<file path="src/rtl/pope_pkg.sv">
// Package with shared constants and types for the path option payoff evaluator.
package pope_pkg;

  localparam int PRICE_W         = 32;
  localparam int PRICE_FRAC_BITS = 16;
  localparam int DISC_W          = 17;
  localparam int DISC_FRAC_BITS  = 16;
  localparam int KIND_W          = 3;
  localparam int CFG_IDX_W       = 3;
  localparam int CFG_DATA_W      = 32;
  localparam int PROD_W          = PRICE_W + DISC_W;

  typedef logic [PRICE_W-1:0]    price_t;
  typedef logic [DISC_W-1:0]     disc_t;
  typedef logic [KIND_W-1:0]     kind_t;
  typedef logic [CFG_IDX_W-1:0]  cfg_idx_t;
  typedef logic [CFG_DATA_W-1:0] cfg_data_t;
  typedef logic [PROD_W-1:0]     prod_t;

  localparam cfg_idx_t CFG_STRIKE   = 3'd0;
  localparam cfg_idx_t CFG_BARRIER  = 3'd1;
  localparam cfg_idx_t CFG_DISCOUNT = 3'd2;
  localparam cfg_idx_t CFG_KIND     = 3'd3;
  localparam cfg_idx_t CFG_KNOCK_IN = 3'd4;
  localparam cfg_idx_t CFG_UP       = 3'd5;

  localparam kind_t KIND_CALL         = 3'd0;
  localparam kind_t KIND_PUT          = 3'd1;
  localparam kind_t KIND_DIGITAL_CALL = 3'd2;
  localparam kind_t KIND_DIGITAL_PUT  = 3'd3;
  localparam kind_t KIND_BARRIER_CALL = 3'd4;
  localparam kind_t KIND_BARRIER_PUT  = 3'd5;

  localparam disc_t  DISC_ONE   = disc_t'(1) << DISC_FRAC_BITS;
  localparam price_t PRICE_UNIT = price_t'(1) << PRICE_FRAC_BITS;
  localparam price_t PRICE_MAX  = '1;

endpackage

</file>
<file path="src/rtl/path_option_payoff_evaluator_top.sv">
// Top level of the path option payoff evaluator: barrier tracking, payoff and discount.
//
// The block takes one path sample per cycle while in_ready is high and returns, for each
// sample marked as last, the discounted payoff together with the barrier flag at path
// end. A sample passes through three register stages: an input register, a stage that
// updates the barrier state and forms the raw payoff, and the result register that holds
// the product with the discount factor after saturation. Each stage holds its item only
// while the stage after it is full and stalled, so samples keep flowing while a result
// waits to be taken, until a second result fills the payoff stage. Configuration
// registers are written through the cfg port, which is always ready. The discount factor
// takes effect for payoffs that enter the result register afterward, the other registers
// for samples that reach the payoff stage afterward.
module path_option_payoff_evaluator_top (
  input  logic               clk,
  input  logic               rst_n,
  input  logic               in_valid,
  output logic               in_ready,
  input  pope_pkg::price_t   in_price_sample,
  input  logic               in_first_sample,
  input  logic               in_last_sample,
  output logic               out_valid,
  input  logic               out_ready,
  output pope_pkg::price_t   out_discounted_payoff,
  output logic               out_barrier_active,
  input  logic               cfg_valid,
  output logic               cfg_ready,
  input  pope_pkg::cfg_idx_t cfg_index,
  input  pope_pkg::cfg_data_t cfg_data
);
  import pope_pkg::*;

  price_t strike_r;
  price_t barrier_r;
  disc_t  discount_r;
  kind_t  kind_r;
  logic   knock_in_r;
  logic   up_r;

  logic   s1_valid_r;
  price_t s1_price_r;
  logic   s1_first_r;
  logic   s1_last_r;

  logic   alive_r;
  logic   crossed_r;
  logic   alive_nxt;
  logic   crossed_nxt;

  logic   s2_valid_r;
  price_t s2_raw_r;
  logic   s2_alive_r;
  price_t raw_nxt;

  logic   out_valid_r;
  price_t out_payoff_r;
  logic   out_alive_r;
  price_t payoff_nxt;

  logic   out_open;
  logic   s2_ready;
  logic   s1_ready;
  logic   s1_adv;
  logic   crosses;
  logic   above;
  logic   below;
  price_t diff_up;
  price_t diff_dn;
  prod_t  prod;

  assign cfg_ready = 1'b1;

  always_ff @(posedge clk) begin
    if (!rst_n) begin
      strike_r   <= '0;
      barrier_r  <= '0;
      discount_r <= DISC_ONE;
      kind_r     <= KIND_CALL;
      knock_in_r <= 1'b0;
      up_r       <= 1'b1;
    end else if (cfg_valid) begin
      unique case (cfg_index)
        CFG_STRIKE:   strike_r   <= cfg_data[PRICE_W-1:0];
        CFG_BARRIER:  barrier_r  <= cfg_data[PRICE_W-1:0];
        CFG_DISCOUNT: discount_r <= cfg_data[DISC_W-1:0];
        CFG_KIND:     kind_r     <= cfg_data[KIND_W-1:0];
        CFG_KNOCK_IN: knock_in_r <= cfg_data[0];
        CFG_UP:       up_r       <= cfg_data[0];
        default: ;
      endcase
    end
  end

  assign out_open = !out_valid_r || out_ready;
  assign s2_ready = !s2_valid_r || out_open;
  assign s1_ready = !s1_valid_r || s2_ready;
  assign s1_adv   = s1_valid_r && s2_ready;
  assign in_ready = s1_ready;

  always_ff @(posedge clk) begin
    if (!rst_n) begin
      s1_valid_r <= 1'b0;
    end else if (s1_ready) begin
      s1_valid_r <= in_valid;
    end
  end

  always_ff @(posedge clk) begin
    if (s1_ready) begin
      s1_price_r <= in_price_sample;
      s1_first_r <= in_first_sample;
      s1_last_r  <= in_last_sample;
    end
  end

  // Put kinds use a strict barrier compare, call kinds an inclusive one.
  always_comb begin
    if (up_r) begin
      crosses = kind_r[0] ? (s1_price_r > barrier_r) : (s1_price_r >= barrier_r);
    end else begin
      crosses = kind_r[0] ? (s1_price_r < barrier_r) : (s1_price_r <= barrier_r);
    end
  end

  always_comb begin
    alive_nxt   = alive_r;
    crossed_nxt = crossed_r;
    if (s1_first_r) begin
      alive_nxt   = !knock_in_r;
      crossed_nxt = 1'b0;
    end else if (!crossed_r && crosses) begin
      alive_nxt   = !alive_r;
      crossed_nxt = 1'b1;
    end
  end

  always_ff @(posedge clk) begin
    if (!rst_n) begin
      alive_r   <= 1'b0;
      crossed_r <= 1'b0;
    end else if (s1_adv) begin
      alive_r   <= alive_nxt;
      crossed_r <= crossed_nxt;
    end
  end

  assign above   = s1_price_r > strike_r;
  assign below   = s1_price_r < strike_r;
  assign diff_up = above ? (s1_price_r - strike_r) : '0;
  assign diff_dn = below ? (strike_r - s1_price_r) : '0;

  always_comb begin
    case (kind_r)
      KIND_CALL:         raw_nxt = diff_up;
      KIND_PUT:          raw_nxt = diff_dn;
      KIND_DIGITAL_CALL: raw_nxt = above ? PRICE_UNIT : '0;
      KIND_DIGITAL_PUT:  raw_nxt = below ? PRICE_UNIT : '0;
      KIND_BARRIER_CALL: raw_nxt = alive_nxt ? diff_up : '0;
      KIND_BARRIER_PUT:  raw_nxt = alive_nxt ? diff_dn : '0;
      default:           raw_nxt = '0;
    endcase
  end

  always_ff @(posedge clk) begin
    if (!rst_n) begin
      s2_valid_r <= 1'b0;
    end else if (s2_ready) begin
      s2_valid_r <= s1_valid_r && s1_last_r;
    end
  end

  always_ff @(posedge clk) begin
    if (s2_ready) begin
      s2_raw_r   <= raw_nxt;
      s2_alive_r <= alive_nxt;
    end
  end

  assign prod = prod_t'(s2_raw_r) * prod_t'(discount_r);

  // A discount factor above one can push the product past the price range.
  always_comb begin
    if (prod[PROD_W-1:DISC_FRAC_BITS + PRICE_W] != '0) begin
      payoff_nxt = PRICE_MAX;
    end else begin
      payoff_nxt = prod[DISC_FRAC_BITS +: PRICE_W];
    end
  end

  always_ff @(posedge clk) begin
    if (!rst_n) begin
      out_valid_r <= 1'b0;
    end else if (out_open) begin
      out_valid_r <= s2_valid_r;
    end
  end

  always_ff @(posedge clk) begin
    if (out_open) begin
      out_payoff_r <= payoff_nxt;
      out_alive_r  <= s2_alive_r;
    end
  end

  assign out_valid             = out_valid_r;
  assign out_discounted_payoff = out_payoff_r;
  assign out_barrier_active    = out_alive_r;

endmodule

</file>
<file path="config.mk">
export PLATFORM = sky130hd
export DESIGN_NAME = path_option_payoff_evaluator_top
export DESIGN_NICKNAME = d
export VERILOG_FILES = /design/src/rtl/pope_pkg.sv /design/src/rtl/path_option_payoff_evaluator_top.sv
export SDC_FILE = /design/constraint.sdc
export NUM_CORES = 2
export LEC_CHECK = 0
export ABC_AREA = 1
export CAP_MARGIN = 20
export CORE_MARGIN = 3
export CORE_UTILIZATION = 70
export DETAILED_ROUTE_END_ITERATION = 7
export DONT_BUFFER_PORTS = 1
export PLACE_DENSITY = 0.92
export SLEW_MARGIN = 20
export SYNTH_ARGS = -nofsm -noshare
export SYNTH_HDL_FRONTEND = slang
export SYNTH_SLANG_ARGS = --single-unit
</file>
<file path="constraint.sdc">
create_clock -name clk -period 17.8 [get_ports clk]
set_input_delay 0.89 -clock clk [delete_from_list [all_inputs] [get_ports clk]]
set_output_delay 0.89 -clock clk [all_outputs]
set_load 0.05 [all_outputs]
</file>
==> results.toml <==
[setup_path]
critPathTopFamily = "adder cells"
cpPeakStageDelay_ns = 0.94
crit_slowest_cell = "edfxtp_1"
crit_chain = "nand2_1, fa_1, fa_1, fa_1, inv_1, fa_1, fa_1, inv_1, fa_1, inv_1, ha_1, nand2_1, nor2_1, inv_1, nor4_2, nand2_1, nand3_2, nand2_2, nand2_2, nand2_2, nand2_4, xor2_4, o21ai_0"
worstPathRequired_ns = 18.00
start_kind = "register"
cp.arrival_ns = 7.22
critPathMaxFanout = 32
path_class = "register to register"
critPathBufInv = 4
crit_top_cell = "fa_1"
cp-end-kind = "register"

[clocking]
post_cts_buffers = 0
cts_root_buffer = "clkbuf_16"
holdBufCountCts = 0
cts_tree = "yes"
clk_latency_ns = 0.50
cts.htree.levels = 4
clockBufferDepth = 2
cts_sinks = 191
post_cts_resized = 0
clk_pin_slew_ns = 0.08
numCtsBuffers = 17

[synthesis]
synth_cells = 4007
synth_edf_count = 100
synth-seq-area-share_pct = 16.1
yosysWarnings = 0
syn-num-nets = 4746
synth-main-ff-cell = "edfxtp_1"
synthDistinctLibCells = 51
async_flop_share_pct = 0
synth.cell_area_um2 = 30000
avgSynthCellArea_um2 = 7.50
synth_seq_cells = 191

[place]
placed_cell_area_um2 = 30100
io_buffers = 0
hpwl_um = 62900
gp_congestion = 0.976
dp.cells = 4370

[power_and_ir_drop]
ir_worst_vdd_mv = 0.104
power_uw = 2090
cellPowerDensity_nw_per_um2 = 67.9
p_leak_uw = 0.0163

[floorplanning]
io_pins = 110
dieArea_um2 = 45400
die_w_um = 213
die_h_um = 213
core_um2 = 42100
rows = 75
initial_core_util_pct = 71.3

[sta]
rsz0062_at_grt = "false"
min_period_ns = 7.02
finalSetupTns_ns = 0
setup_violations = 0
slew_violations = 0
tightest_slew_ns = 0.995
hold_viol = 0
clock.fmax_mhz = 143
skew_ns = 0.0163
fin_crit_sh_pct = 39.4
slew_headroom_pct = 33.7

[route]
drc_errors = 0
drtPass1Iterations = 8
wl_per_cell_um = 18.3
vias = 25600
routed_wl_um = 80500
drtIter0Drc = 2387
drtAntennaViolNets = 0
viasPerCell = 5.82

[finish]
drive_gt1_share_pct = 2.23
nets = 4590
diodes = 0
fin_area_um2 = 30800
area_delta_synth_final_pct = 2.39
finalNonFillerCells = 4403

[grt]
grt_start_max_net_pins = 88
antenna_found_initial = 0
grt_use_total_pct = 37.0
grt_pass1_wl_um = 131000
grt_pass1_vias = 26900
grt_overflow_total = 0

[run]
maxCapViolCount = 0

[status]
status = "completed"

[worst_hold_path]
min_path_type = "register to register"
final cells by class:
| cell class | instances | area, um2 |
|---|---|---|
| clock buffer | 17 | 425 |
| sequential | 191 | 4830 |
| inverter | 999 | 3750 |
| multi-input combinational | 2619 | 20700 |
| clock inverter | 15 | 198 |
| tap | 539 | 674 |
| timing repair buffer | 23 | 185 |
| fill | 3125 | 11400 |
synthesized netlist by cell type, drive strengths merged (52+ instances only):
cell | n | area share, %
inv | 997 | 12
fa | 449 | 30
ha | 216 | 9.0
nand2 | 922 | 12
dfxtp | 91 | 6.1
o21ai | 181 | 3.0
clkbuf | 175 | 2.2
a21oi | 236 | 3.9
nand3 | 82 | 1.4
xor2 | 52 | 1.6
edfxtp | 100 | 10
nor2 | 266 | 3.3
nand4 | 72 | 1.5
cells in the final DEF (no fill, tap or decap), types with 4 or more instances in the layout:
cell       instances
a21o_1            14
nor2_2             5
edfxtp_1         100
o211ai_1           6
ha_1             216
clkbuf_16         17
inv_1            996
nand3b_1           4
dfxtp_1           88
nand3_1           78
nor4_1             8
buf_4             22
a22oi_1            7
a31oi_1           12
nor2_1           261
nand2_2            7
nor3_1            17
o21bai_1          13
nand2_1          913
xor2_1            51
fa_1             449
xnor2_1           20
nand4_1           72
a22o_1             6
o21ai_0          178
clkinv_8           6
o21a_1            15
a21oi_1          236
registers in the layout (all words and copies together) (netlist names):
register               count
out_valid                  1
s1_price_r                32
crossed_r                  1
s2_valid_r                 1
out_discounted_payoff     32
discount_r                17
knock_in_r                 1
barrier_r                 32
s2_raw_r                  32
s1_valid_r                 1
kind_r                     3
s1_first_r                 1
up_r                       1
out_barrier_active         1
s2_alive_r                 1
s1_last_r                  1
alive_r                    1
strike_r                  32
final timing paths:
check | start | endpoint | slack (ns) | cells after the start
worst max-delay path | s2_raw_r[11] | out_discounted_payoff[5] | 10.78 | 23
worst min-delay path | s2_alive_r | out_barrier_active | 0.46 | 0
worst max register to register | s2_raw_r[11] | out_discounted_payoff[5] | 10.78 | 23
worst min register to register | s2_alive_r | out_barrier_active | 0.46 | 0
kinds of logic (layout without fill, tap and decap cells):
kind of cell | Yosys count | in the layout | share of synthesized area, %
AND/OR/NAND/NOR | 1382 | 1382 | 18.7
XOR/XNOR | 72 | 72 | 2.16
buffers and inverters | 1197 | 1054 | 15.2
flip-flops | 191 | 191 | 16.1
adder cells (fa/ha/maj) | 665 | 665 | 38.9
other | 1 | 1 | 0.0125
AO/OA/AOI/OAI | 499 | 499 | 9.00
routing by layer:
metal  vias to the layer above  track usage [%]  routed length (um)
li1                      11700                -                   -
met1                     12000             44.0               28200
met2                      1491             61.8               38700
met3                       398             8.42                8230
met4                         0             22.2                5390
met5                         -                0                   0
stage by stage:
| step | hold slack, ns | util, % | worst slack [ns] |
|---|---|---|---|
| 2_1_floorplan | 0.400 | - | 11.81 |
| 3_3_place_gp | 0.445 | 71.5 | 11.09 |
| 3_5_place_dp | 0.449 | 71.5 | 10.85 |
| 4_1_cts | 0.449 | 72.9 | 10.85 |
| 5_1_grt | 0.457 | 73.0 | 10.35 |
| 6_report | 0.458 | 73.0 | 10.78 |
power breakdown:
group	leakage (uW)	internal [uW]	switching, uW
Sequential	0.00184	552	255
Clock	0.000300	201	194
Combinational	0.0142	329	559
Total	0.0163	1080	1010
(Power assumes the default switching activity.)
